### src/rtl/core/bmb_pkg.sv
// Shared types, request codes and defaults for the bounded multiset bag.
package bmb_pkg;

    localparam int CAPACITY_DEF   = 16;
    localparam int ENTRY_BITS_DEF = 32;

    localparam logic [2:0] FN_ADD      = 3'd0;
    localparam logic [2:0] FN_REMOVE   = 3'd1;
    localparam logic [2:0] FN_COUNT    = 3'd2;
    localparam logic [2:0] FN_CONTAINS = 3'd3;
    localparam logic [2:0] FN_CLEAR    = 3'd4;
    localparam logic [2:0] FN_LIST     = 3'd5;

    typedef struct packed {
        logic [2:0]  func;
        logic [31:0] entry;
    } bmb_req_t;

    typedef struct packed {
        logic        ok;
        logic [4:0]  match_count;
        logic [4:0]  bag_size;
        logic        bag_empty;
        logic        item_valid;
        logic [31:0] listed_item;
        logic        last;
    } bmb_rsp_t;

    typedef struct packed {
        logic clr;
        logic en;
    } bmb_match_ctl_t;

endpackage

### src/rtl/core/bmb_ram.sv
// Generic single-write, single-read RAM with registered read data.
module bmb_ram #(
    parameter int WIDTH = 32,
    parameter int DEPTH = 16,
    parameter int AW    = (DEPTH > 1) ? $clog2(DEPTH) : 1
) (
    input  logic             clk,
    input  logic             we,
    input  logic [AW-1:0]    waddr,
    input  logic [WIDTH-1:0] wdata,
    input  logic [AW-1:0]    raddr,
    output logic [WIDTH-1:0] rdata
);

    logic [WIDTH-1:0] mem [DEPTH];

    always_ff @(posedge clk)
    begin
        if (we)
        begin
            mem[waddr] <= wdata;
        end
        rdata <= mem[raddr];
    end

endmodule

### src/rtl/core/bmb_match.sv
// Shared compare unit: counts matches and keeps the first matching slot seen.
module bmb_match
    import bmb_pkg::*;
#(
    parameter int ENTRY_BITS = ENTRY_BITS_DEF,
    parameter int CNT_W      = 5,
    parameter int AW         = 4
) (
    input  logic                  clk,
    input  logic                  rst_n,
    input  bmb_match_ctl_t        ctl,
    input  logic [AW-1:0]         idx,
    input  logic [ENTRY_BITS-1:0] key,
    input  logic [ENTRY_BITS-1:0] data,
    output logic [CNT_W-1:0]      count,
    output logic                  hit,
    output logic [AW-1:0]         hit_idx
);

    logic [CNT_W-1:0] count_reg, count_next;
    logic             hit_reg, hit_next;
    logic [AW-1:0]    hit_idx_reg, hit_idx_next;
    logic             eq;

    assign eq = (key == data);

    always_comb
    begin
        count_next   = count_reg;
        hit_next     = hit_reg;
        hit_idx_next = hit_idx_reg;
        if (ctl.clr)
        begin
            count_next = '0;
            hit_next   = 1'b0;
        end
        else if (ctl.en && eq)
        begin
            count_next = count_reg + CNT_W'(1);
            if (!hit_reg)
            begin
                hit_next     = 1'b1;
                hit_idx_next = idx;
            end
        end
    end

    always_ff @(posedge clk or negedge rst_n)
    begin
        if (!rst_n)
        begin
            count_reg   <= '0;
            hit_reg     <= 1'b0;
            hit_idx_reg <= '0;
        end
        else
        begin
            count_reg   <= count_next;
            hit_reg     <= hit_next;
            hit_idx_reg <= hit_idx_next;
        end
    end

    assign count   = count_reg;
    assign hit     = hit_reg;
    assign hit_idx = hit_idx_reg;

endmodule

### src/rtl/core/bounded_multiset_bag.sv
// Bounded multiset bag: sequencer, entry memory and shared compare unit.
// With n held entries (n > 0), add, remove, count and contains keep busy high
// while each held entry is read from the single-port-read entry RAM once per
// cycle and passed through one shared compare unit. A remove whose match is not
// the newest entry then moves each newer entry down one slot to close the gap.
// A list keeps busy high while it gives one result per cycle. On an empty bag,
// and for clear or an unused code, busy is high for one cycle. Results appear
// on result for one cycle with done high. The receiver cannot stall them, so
// there is no back-pressure input. The last result of a request carries last.
module bounded_multiset_bag
    import bmb_pkg::*;
#(
    parameter int CAPACITY   = CAPACITY_DEF,
    parameter int ENTRY_BITS = ENTRY_BITS_DEF
) (
    input  logic     clk,
    input  logic     rst_n,
    input  logic     start,
    output logic     busy,
    input  bmb_req_t req,
    output logic     done,
    output bmb_rsp_t result
);

    localparam int CNT_W = $clog2(CAPACITY + 1);
    localparam int AW    = (CAPACITY > 1) ? $clog2(CAPACITY) : 1;

    localparam logic [2:0] ST_IDLE  = 3'd0;
    localparam logic [2:0] ST_SCAN  = 3'd1;
    localparam logic [2:0] ST_SHIFT = 3'd2;
    localparam logic [2:0] ST_LIST  = 3'd3;
    localparam logic [2:0] ST_OUT   = 3'd4;

    logic [2:0]            state_reg, state_next;
    logic [2:0]            func_reg, func_next;
    logic [ENTRY_BITS-1:0] key_reg, key_next;
    logic [CNT_W-1:0]      cnt_reg, cnt_next;
    logic [CNT_W-1:0]      ptr_reg, ptr_next;
    logic                  pv_reg, pv_next;
    logic [AW-1:0]         pa_reg, pa_next;
    logic                  done_reg, done_next;
    bmb_rsp_t              result_reg, result_next;

    logic                  we;
    logic [AW-1:0]         waddr, raddr;
    logic [ENTRY_BITS-1:0] wdata, rdata;

    bmb_match_ctl_t        mctl;
    logic [CNT_W-1:0]      m_count;
    logic                  m_hit;
    logic [AW-1:0]         m_hit_idx;

    bmb_ram #(
        .WIDTH (ENTRY_BITS),
        .DEPTH (CAPACITY),
        .AW    (AW)
    ) u_ram (
        .clk   (clk),
        .we    (we),
        .waddr (waddr),
        .wdata (wdata),
        .raddr (raddr),
        .rdata (rdata)
    );

    bmb_match #(
        .ENTRY_BITS (ENTRY_BITS),
        .CNT_W      (CNT_W),
        .AW         (AW)
    ) u_match (
        .clk     (clk),
        .rst_n   (rst_n),
        .ctl     (mctl),
        .idx     (pa_reg),
        .key     (key_reg),
        .data    (rdata),
        .count   (m_count),
        .hit     (m_hit),
        .hit_idx (m_hit_idx)
    );

    always_comb
    begin
        logic [CNT_W-1:0] new_cnt;
        logic [CNT_W-1:0] mc;

        new_cnt     = cnt_reg;
        mc          = '0;
        state_next  = state_reg;
        func_next   = func_reg;
        key_next    = key_reg;
        cnt_next    = cnt_reg;
        ptr_next    = ptr_reg;
        pv_next     = 1'b0;
        pa_next     = pa_reg;
        done_next   = 1'b0;
        result_next = result_reg;
        we          = 1'b0;
        waddr       = '0;
        wdata       = key_reg;
        raddr       = '0;
        mctl.clr    = 1'b0;
        mctl.en     = 1'b0;

        case (state_reg)
            ST_IDLE:
            begin
                if (start)
                begin
                    func_next = req.func;
                    key_next  = ENTRY_BITS'(req.entry);
                    mctl.clr  = 1'b1;
                    case (req.func) inside
                        FN_ADD, FN_REMOVE, FN_COUNT, FN_CONTAINS:
                        begin
                            ptr_next   = cnt_reg;
                            state_next = (cnt_reg != '0) ? ST_SCAN : ST_OUT;
                        end
                        FN_CLEAR:
                        begin
                            cnt_next   = '0;
                            state_next = ST_OUT;
                        end
                        FN_LIST:
                        begin
                            ptr_next   = cnt_reg;
                            state_next = (cnt_reg != '0) ? ST_LIST : ST_OUT;
                        end
                        default:
                        begin
                            state_next = ST_OUT;
                        end
                    endcase
                end
            end

            // newest entry sits at the highest slot; walk downward
            ST_SCAN:
            begin
                mctl.en = pv_reg;
                if (ptr_reg != '0)
                begin
                    raddr    = AW'(ptr_reg - CNT_W'(1));
                    pa_next  = raddr;
                    pv_next  = 1'b1;
                    ptr_next = ptr_reg - CNT_W'(1);
                end
                else if (!pv_reg)
                begin
                    if (func_reg == FN_REMOVE && m_hit
                        && (CNT_W'(m_hit_idx) + CNT_W'(1)) < cnt_reg)
                    begin
                        ptr_next   = CNT_W'(m_hit_idx) + CNT_W'(1);
                        state_next = ST_SHIFT;
                    end
                    else
                    begin
                        state_next = ST_OUT;
                    end
                end
            end

            // close the gap: slot j takes slot j+1
            ST_SHIFT:
            begin
                if (ptr_reg != cnt_reg)
                begin
                    raddr    = AW'(ptr_reg);
                    pa_next  = raddr;
                    pv_next  = 1'b1;
                    ptr_next = ptr_reg + CNT_W'(1);
                end
                if (pv_reg)
                begin
                    we    = 1'b1;
                    waddr = pa_reg - AW'(1);
                    wdata = rdata;
                end
                if (ptr_reg == cnt_reg && !pv_reg)
                begin
                    state_next = ST_OUT;
                end
            end

            ST_LIST:
            begin
                if (ptr_reg != '0)
                begin
                    raddr    = AW'(ptr_reg - CNT_W'(1));
                    pa_next  = raddr;
                    pv_next  = 1'b1;
                    ptr_next = ptr_reg - CNT_W'(1);
                end
                if (pv_reg)
                begin
                    done_next               = 1'b1;
                    result_next.ok          = 1'b0;
                    result_next.match_count = '0;
                    result_next.bag_size    = 5'(cnt_reg);
                    result_next.bag_empty   = 1'b0;
                    result_next.item_valid  = 1'b1;
                    result_next.listed_item = 32'(rdata);
                    result_next.last        = (pa_reg == '0);
                end
                if (ptr_reg == '0 && !pv_reg)
                begin
                    state_next = ST_IDLE;
                end
            end

            ST_OUT:
            begin
                result_next.ok = 1'b0;
                case (func_reg)
                    FN_ADD:
                    begin
                        mc = m_count;
                        if (cnt_reg < CNT_W'(CAPACITY))
                        begin
                            we             = 1'b1;
                            waddr          = AW'(cnt_reg);
                            wdata          = key_reg;
                            new_cnt        = cnt_reg + CNT_W'(1);
                            mc             = m_count + CNT_W'(1);
                            result_next.ok = 1'b1;
                        end
                    end
                    FN_REMOVE:
                    begin
                        result_next.ok = m_hit;
                        mc             = m_count - CNT_W'(m_hit);
                        new_cnt        = cnt_reg - CNT_W'(m_hit);
                    end
                    FN_COUNT:
                    begin
                        mc = m_count;
                    end
                    FN_CONTAINS:
                    begin
                        mc             = m_count;
                        result_next.ok = (m_count != '0);
                    end
                    default:
                    begin
                        mc = '0;
                    end
                endcase
                cnt_next                = new_cnt;
                done_next               = 1'b1;
                result_next.match_count = 5'(mc);
                result_next.bag_size    = 5'(new_cnt);
                result_next.bag_empty   = (new_cnt == '0);
                result_next.item_valid  = 1'b0;
                result_next.listed_item = '0;
                result_next.last        = 1'b1;
                state_next              = ST_IDLE;
            end

            default:
            begin
                state_next = ST_IDLE;
            end
        endcase
    end

    always_ff @(posedge clk or negedge rst_n)
    begin
        if (!rst_n)
        begin
            state_reg <= ST_IDLE;
            cnt_reg   <= '0;
            ptr_reg   <= '0;
            pv_reg    <= 1'b0;
            done_reg  <= 1'b0;
        end
        else
        begin
            state_reg <= state_next;
            cnt_reg   <= cnt_next;
            ptr_reg   <= ptr_next;
            pv_reg    <= pv_next;
            done_reg  <= done_next;
        end
    end

    always_ff @(posedge clk)
    begin
        func_reg   <= func_next;
        key_reg    <= key_next;
        pa_reg     <= pa_next;
        result_reg <= result_next;
    end

    assign busy   = (state_reg != ST_IDLE);
    assign done   = done_reg;
    assign result = result_reg;

endmodule
### config.mk
export PLATFORM = sky130hd
export DESIGN_NAME = bounded_multiset_bag
export DESIGN_NICKNAME = d
export VERILOG_FILES = /design/src/rtl/core/bmb_pkg.sv /design/src/rtl/core/bmb_ram.sv /design/src/rtl/core/bmb_match.sv /design/src/rtl/core/bounded_multiset_bag.sv
export SDC_FILE = /design/constraint.sdc
export NUM_CORES = 1
export LEC_CHECK = 0
export BUFFER_PORTS_ARGS = -buffer_cell sky130_fd_sc_hd__buf_4
export CORE_MARGIN = 2
export CORE_UTILIZATION = 40
export CTS_CLUSTER_DIAMETER = 120
export CTS_CLUSTER_SIZE = 10
export DETAILED_ROUTE_END_ITERATION = 10
export PLACE_DENSITY = 0.51
export SYNTH_ARGS = -nofsm -noshare
export SYNTH_HDL_FRONTEND = slang
export SYNTH_HIERARCHICAL = 1
export SYNTH_SLANG_ARGS = --single-unit
### constraint.sdc
create_clock -name clk -period 4.9 [get_ports clk]
set_input_delay 0.49 -clock clk [delete_from_list [all_inputs] [get_ports clk]]
set_output_delay 0.49 -clock clk [all_outputs]
set_load 0.05 [all_outputs]
==> impl_metrics.yaml, run 1 <==
outcome:
  outcome: "complete, no violations"
timing:
  worst_hold_slack_ps: 58.7
  fmax_mhz: 266
  fin_ws_ps: 1150
  skew_ps: 20.0
  slew_viol_final: 0
  rsz0062_at_grt: "no"
  min_period_ps: 3750
  setup_viol: 0
  fin_crit_sh: 0.766
  tightest_slew_ps: 983
  maxSlewHeadroom: 0.343
  finalHoldViolations: 0
  tns_ps: 0
clock_network:
  cts.repair.resized: 0
  cts.sinks: 654
  clkLatencyLatePin_ps: 600
  cts_tree: "yes"
  clkTransAtPathRegs_ps: 60
  h-tree-depth: 3
  cts_setup_buffers: 0
  holdBufCountCts: 1
  cts_buffers: 75
  cts_root_buf: "clkbuf_16"
  clockBufferDepth: 3
placed_design:
  io_buffers: 85
  post-place-cells: 2278
  gp_congestion: 0.863
  dp_slack_ps: 1190
  dp_hpwl_um: 36300
  place_area_mm2: 0.0279
finish:
  area_growth_pct: 16.2
  instances_no_fill: 2412
  nets: 1558
  largest_reg_flops: 512
  diodes: 0
  drive_above_1_share: 0.269
  nFillCells: 5389
  final_core_util: 0.469
  postLayoutCellArea_mm2: 0.0302
detailed_routing:
  drc: 0
  via_per_inst: 5.49
  ant_nets: 0
  vias: 13200
  dr.pass1.iters: 6
  first_iter_violations: 1162
  wl_per_cell_um: 26.3
  routed_wl_um: 63500
power_and_ir_drop:
  seqPwrFrac: 0.440
  powerDensity_mw_per_mm2: 552
  clkPwrFrac: 0.308
  ir_drop_mv: 0.272
  power.internal_mw: 11.4
  p_leak_nw: 9.77
  switching_power_mw: 5.22
  power_frac_comb: 0.252
  switching_share: 0.313
  power_mw: 16.7
logic_synthesis:
  yosys_warnings: 6
  synth.most_common_cell: "edfxtp_1"
  synthDistinctLibCells: 65
  postSynthNetCount: 1425
  synth_top_area_cell: "edfxtp_1"
  yosysSeqAreaShare: 0.739
  synth.ff_latch_count: 654
  synth-main-ff-cell: "edfxtp_1"
  yosys.area.top_type_share: 0.690
  syn_inst: 1368
  synth-edff-count: 597
  synthTopCellsByCount: "edfxtp_1 (597), mux4_2 (128), a22oi_1 (66), nand2_1 (66), mux2_2 (39)"
  syn_area_mm2: 0.0260
  synth_area_leaders: "edfxtp_1 (69%), mux4_2 (11%), dfxtp_1 (2.5%)"
  synthArstFlopShare: 0.0382
  syn_avg_cell_area_um2: 19.0
global_route:
  grt_use_total: 0.192
  antenna_found_initial: 2
  grt_pass1_wl_um: 93500
  grt-ovfl-total: 0
  grt_pass1_vias: 13700
  grt_max_degree: 70
worst_setup_path:
  r2r_start: "state_reg[0]$_DFFE_PN0P_"
  reg2reg_to: "u_ram/rdata[28]$_DFF_P_"
  crit_path_end_kind: "flip-flop"
  start_kind: "flip-flop"
  worst-r2r-setup-slack_ps: 1150
  rr_worst_depth: 7
  critPathKind: "flip-flop to flip-flop"
  worst-path-max-fanout: 23
  required_ps: 5440
  cp.arrival_ps: 4290
worst_hold_path:
  hold_path.startpoint: "req[11]"
  hold_class: "input pin to flip-flop"
  whs_endpoint: "key_reg[11]$_DFFE_PP_"
  hold_depth: 1
floorplanning:
  start_util: 0.404
  core_area_mm2: 0.0643
  rows: 93
  dieArea_mm2: 0.0670
  die_y_um: 259
  io_pins: 86
  chipWidth_um: 259
flow_run:
  maxCapViolations: 0
[critical path, cell delays in order, from the launching register on]
cell,delay (ps)
dfrtp_1,750
nor2b_1,490
nand2_1,250
o31ai_1,790
and2_2,800
buf_4,380
a22oi_1,100
nand2_1,100
[cells by family (layout without fill, tap and decap cells)]
group	after synthesis	in the layout	share of synthesized area
flops	654	654	0.739
simple gates	234	234	0.0473
mux	175	175	0.132
compound gates	144	144	0.0396
buf+inv	90	279	0.0156
xor+xnor	52	52	0.0175
fa+ha+maj	19	19	0.00915
[placed cells by master, fill, tap and decap left out, types with 13 or more instances in the layout]
cell type	synthesis	routed
a22oi_1	66	66
nor2_4	0	15
clkbuf_16	0	79
clkbuf_1	34	50
inv_1	19	18
and2_1	36	35
ha_1	19	19
a21oi_1	15	15
dfxtp_1	32	32
o21ai_0	22	21
buf_4	9	117
nor2_1	37	22
mux2_2	39	39
xnor2_1	15	15
nand2_1	66	65
nand3_1	13	13
mux4_2	128	128
edfxtp_1	597	597
nor4_1	13	13
dfrtp_1	25	25
xor2_1	37	37
[layout make-up]
class | instances | area (µm²) | share of cell area
flip-flops and latches | 654 | 19200 | 0.636
repair buffers | 127 | 1070 | 0.0354
inverters | 19 | 71.3 | 0.00236
well taps | 855 | 1070 | 0.0354
multi-input cells | 624 | 6550 | 0.217
clock buffers | 129 | 2160 | 0.0717
clock inverters | 4 | 63.8 | 0.00211
[per-layer routing]
metal / global-route usage / vias up / part of all wire / wire length [µm]
met5: 0 / - / 0 / 0
met4: 0.0536 / 0 / 0.020 / 1240
met3: 0.0285 / 72 / 0.047 / 2990
met2: 0.313 / 377 / 0.48 / 30800
met1: 0.271 / 6984 / 0.45 / 28500
li1: - / 5798 / - / -
[power by group through the flow]
| stage | Clock, mW | Sequential [mW] | Combinational [mW] |
|---|---|---|---|
| global route | 5.53 | 7.39 | 4.53 |
| global placement | 0 | 7.46 | 4.26 |
| detailed placement | 0 | 7.45 | 4.26 |
| floorplan | 0 | 7.76 | 2.50 |
| finish | 5.14 | 7.33 | 4.20 |
| CTS | 5.28 | 7.34 | 4.28 |
[worst max-delay path by stage]
stage               slack (ps)  cells past startpoint                   endpoint                     start
floorplan                  480                      7  u_ram/mem[0][0]$_DFFE_PP_  state_reg[1]$_DFFE_PN0P_
global placement          1310                      7    u_ram/rdata[14]$_DFF_P_  state_reg[0]$_DFFE_PN0P_
detailed placement        1190                      7    u_ram/rdata[12]$_DFF_P_  state_reg[0]$_DFFE_PN0P_
CTS                       1170                      7    u_ram/rdata[12]$_DFF_P_  state_reg[0]$_DFFE_PN0P_
global route               890                      7     u_ram/rdata[5]$_DFF_P_  state_reg[0]$_DFFE_PN0P_
finish                    1150                      7    u_ram/rdata[28]$_DFF_P_  state_reg[0]$_DFFE_PN0P_
No activity file was read; power rests on OpenSTA's default activity.
==> run 2, diff against run 1 <==
PLACE_DENSITY = 0.53   (was 0.51)
clock period = 3.29 ns   (was 4.9 ns; I/O delays follow)
==> impl_metrics.yaml, run 2 (same netlist as run 1, synthesis figures left out) <==
outcome:
  outcome: "complete, no violations"
placed_design:
  dp_slack_ps: 341
  post-place-cells: 2331
  gp_congestion: 0.850
  dp_hpwl_um: 37500
  place_area_mm2: 0.0287
  io_buffers: 85
timing:
  setup_viol: 0
  fin_ws_ps: 297
  skew_ps: 33.4
  rsz0062_at_grt: "no"
  slew_viol_final: 0
  finalHoldViolations: 0
  fmax_mhz: 334
  min_period_ps: 2990
  fin_crit_sh: 0.910
  tightest_slew_ps: 741
  maxSlewHeadroom: 0.501
clock_network:
  clockBufferDepth: 3
  cts_root_buf: "clkbuf_16"
  cts.repair.resized: 0
  clkTransAtPathRegs_ps: 70
  cts_buffers: 75
  holdBufCountCts: 36
  h-tree-depth: 3
  cts_setup_buffers: 0
  cts.sinks: 654
  cts_tree: "yes"
  clkLatencyLatePin_ps: 630
floorplanning:
  die_y_um: 259
  io_pins: 86
  rows: 93
  core_area_mm2: 0.0643
  chipWidth_um: 259
  dieArea_mm2: 0.0670
  start_util: 0.404
detailed_routing:
  drc: 0
  first_iter_violations: 1128
  via_per_inst: 5.45
  dr.pass1.iters: 5
  routed_wl_um: 64500
  ant_nets: 0
  vias: 13600
  wl_per_cell_um: 25.9
global_route:
  antenna_found_initial: 1
  grt_use_total: 0.195
  grt-ovfl-total: 0
  grt_max_degree: 52
  grt_pass1_wl_um: 94300
  grt_pass1_vias: 13900
worst_setup_path:
  cp.arrival_ps: 3480
  worst-r2r-setup-slack_ps: 300
  critPathKind: "flip-flop to flip-flop"
  crit_path_end_kind: "flip-flop"
  worst-path-max-fanout: 16
  required_ps: 3770
  start_kind: "flip-flop"
power_and_ir_drop:
  p_leak_nw: 10.2
  powerDensity_mw_per_mm2: 809
  power_mw: 25.3
  ir_drop_mv: 0.426
finish:
  nFillCells: 5286
  mostFrequentLayoutCells: "edfxtp_1 (597), buf_4 (141), mux4_2 (128)"
  largest_reg_flops: 512
  nets: 1646
  instances_no_fill: 2495
  layout_commonest_cell: "edfxtp_1"
  postLayoutCellArea_mm2: 0.0313
  area_growth_pct: 20.5
  drive_above_1_share: 0.288
flow_run:
  maxCapViolations: 0
worst_hold_path:
  hold_class: "input pin to async pin"
-- run 2: changes by cell type in the layout (fill, tap and decap cells not counted), sizes merged --
cell         delta
diode           +1
inv             +1
clkbuf          -6
clkinv          -1
dlygate4sd3    +35
buf            +53
-- run 2: critical path, cell delays in order, from the launching register on --
cell and delay, ps:
dfrtp_1 580, xor2_1 220, nor3_1 120, a21oi_1 330, nand2_1 160, o21ai_4 120
buf_12 220, buf_12 210, mux4_2 520, a22oi_1 280, nand2_1 80
-- run 2: area by class of cell --
cell class,count,area (µm²),share of cell area
sequential,654,19200,0.614
tap,855,1070,0.0342
clock inverter,4,65.1,0.00208
inverter,19,71.3,0.00228
clock buffer,123,2120,0.0678
antenna,1,2.50,0.0000800
multi-input combinational,624,6580,0.210
timing repair buffer,215,2180,0.0697
-- run 2: per-layer routing --
layer	up-vias	track usage	part of all wire
li1	5952	-	-
met1	7170	0.268	0.43
met2	401	0.323	0.50
met3	86	0.0315	0.054
met4	0	0.0568	0.020
met5	-	0	0
-- run 2: final timing paths --
check | startpoint | to | depth (start not counted)
hold / removal | rst_n | state_reg[1]$_DFFE_PN0P_ | 2
min in group clk | start | state_reg[1]$_DFFE_PN0P_ | 5
hold reg to reg | pa_reg[1]$_DFFE_PP_ | u_match/hit_idx[1]$_DFFE_PN0P_ | 1
max in group asynchronous | rst_n | u_match/count[0]$_DFFE_PN0P_ | 2
setup reg to reg | cnt_reg[1]$_DFFE_PN0P_ | u_ram/rdata[4]$_DFF_P_ | 10
setup / recovery | cnt_reg[1]$_DFFE_PN0P_ | u_ram/rdata[4]$_DFF_P_ | 10
-- run 2: power by group --
group	leakage (nW)	switching, mW	total, mW	internal (mW)
Clock	1.04	3.20	7.60	4.40
Combinational	3.18	4.17	6.87	2.70
Sequential	6.01	0.554	10.8	10.3
-- run 2: through the flow --
step,hold WS [ps],utilization,TNS (ps)
2_1_floorplan,33.4,-,-134730
3_3_place_gp,282,0.447,0
3_5_place_dp,290,0.447,0
4_1_cts,157,0.486,0
5_1_grt,188,0.486,0
6_report,178,0.486,0
==> run 3, diff against run 2 <==
CORE_MARGIN = 5   (was 2)
GPL_TIMING_DRIVEN = 0   (was default)
PLACE_DENSITY = 0.51   (was 0.53)
clock period = 2.8 ns   (was 3.29 ns; I/O delays follow)
==> impl_metrics.yaml, run 3 (same netlist as run 1, synthesis figures left out) <==
global_route:
  antenna_found_initial: 0
  grt_pass1_vias: 14200
  met2_usage: 0.300
  met3_usage: 0.0373
  grt_use_total: 0.194
  grt-ovfl-total: 0
  grt_max_degree: 47
  use_met1: 0.285
  grt_pass1_wl_um: 99400
  grt-busiest-layer: "met2"
floorplanning:
  io_pins: 86
  rows: 93
  core_area_mm2: 0.0643
  dieArea_mm2: 0.0701
  start_util: 0.404
  die_y_um: 265
  chipWidth_um: 265
detailed_routing:
  via_per_inst: 5.49
  dr.pass1.iters: 5
  drc: 0
  routed_wl_um: 68600
  vias: 14000
  ant_nets: 0
  first_iter_violations: 1334
  wl_per_cell_um: 26.9
clock_network:
  clkLatencyLatePin_ps: 610
  cts_tree: "yes"
  clkTransAtPathRegs_ps: 60
  clockBufferDepth: 3
  cts_buffers: 75
  cts_root_buf: "clkbuf_16"
  h-tree-depth: 3
  cts.sinks: 654
finish:
  instances_no_fill: 2550
  largest_reg_flops: 512
  postLayoutCellArea_mm2: 0.0321
  layout_commonest_cell: "edfxtp_1"
  drive_above_1_share: 0.329
  mostFrequentLayoutCells: "edfxtp_1 (597), mux4_2 (128), buf_4 (123)"
  nFillCells: 5256
  area_growth_pct: 23.8
  nets: 1696
worst_setup_path:
  required_ps: 3280
  cp.arrival_ps: 3230
  worst-path-max-fanout: 10
  start_kind: "flip-flop"
  critPathKind: "flip-flop to flip-flop"
  crit_path_end_kind: "flip-flop"
timing:
  fin_ws_ps: 47.3
  rsz0062_at_grt: "yes"
  fmax_mhz: 363
  slew_viol_final: 0
  finalHoldViolations: 0
  min_period_ps: 2750
  skew_ps: 22.6
  maxSlewHeadroom: 0.414
  tns_ps: 0
  setup_viol: 0
  fin_crit_sh: 0.983
  tightest_slew_ps: 879
power_and_ir_drop:
  power_mw: 30.4
  ir_drop_mv: 0.563
  p_leak_nw: 10.5
  powerDensity_mw_per_mm2: 946
worst_hold_path:
  hold_class: "input pin to async pin"
placed_design:
  dp_hpwl_um: 41500
  dp_slack_ps: -1470
  post-place-cells: 2325
  io_buffers: 85
  gp_congestion: 0.842
  place_area_mm2: 0.0283
outcome:
  outcome: "complete, no violations"
flow_run:
  maxCapViolations: 0
[run 3: metal layers]
layer  wire length, µm  vias up
met3              4100       79
met4              1610        0
met5                 0        -
met2             31900      445
met1             31000     7390
li1                  -     6083
[run 3: final timing paths]
check	from	end	slack (ps)	cells past startpoint
worst max register to register	ptr_reg[0]$_DFFE_PN0P_	u_ram/rdata[21]$_DFF_P_	50	10
worst max-delay path	ptr_reg[0]$_DFFE_PN0P_	u_ram/rdata[21]$_DFF_P_	50	10
min in group clk	start	state_reg[2]$_DFFE_PN0P_	240	5
worst min register to register	pa_reg[0]$_DFFE_PP_	u_match/hit_idx[0]$_DFFE_PN0P_	550	1
worst min-delay path	rst_n	ptr_reg[4]$_DFFE_PN0P_	140	2
max in group asynchronous	rst_n	cnt_reg[1]$_DFFE_PN0P_	2330	2
[run 3: power breakdown]
part           switching (mW)  internal (mW)
clock network            3.78           5.13
registers               0.595           12.1
logic                    5.45           3.35
[run 3: critical path, cell delays in order (launching register included)]
cell,delay [ps]
dfrtp_2,430
inv_2,120
ha_4,170
or4b_4,530
nand2_4,130
o21ai_4,90
buf_12,170
buf_12,160
mux4_2,410
a22oi_1,250
nand2_1,120
[run 3: final cells by class]
class,count,area (µm²),share of cell area
antenna,1,2.50,0.0000778
buffer,68,638,0.0199
clock buffer,126,2110,0.0657
clock inverter,6,67.6,0.00210
inverter,19,75.1,0.00234
multi-input combinational,630,6920,0.215
sequential,654,19200,0.597
tap,855,1070,0.0333
timing repair buffer,191,2060,0.0642
[run 3: stage by stage]
stage / hold WS, ps / util
after floorplan: -15.6 / -
after global placement: 229 / 0.434
after detailed placement: 232 / 0.440
after CTS: 105 / 0.495
after global routing: 159 / 0.500
final: 142 / 0.500
[run 3: what timing repair did]
item / CTS / global route
hold endpoints to repair: 60 / 0
gates resized for setup: 141 / 49
pin swaps: 28 / 5
buffers inserted: 40 / 13
gates cloned: 6 / 0
hold buffers: 36 / 0
endpoints found under the setup margin: 1033 / 301
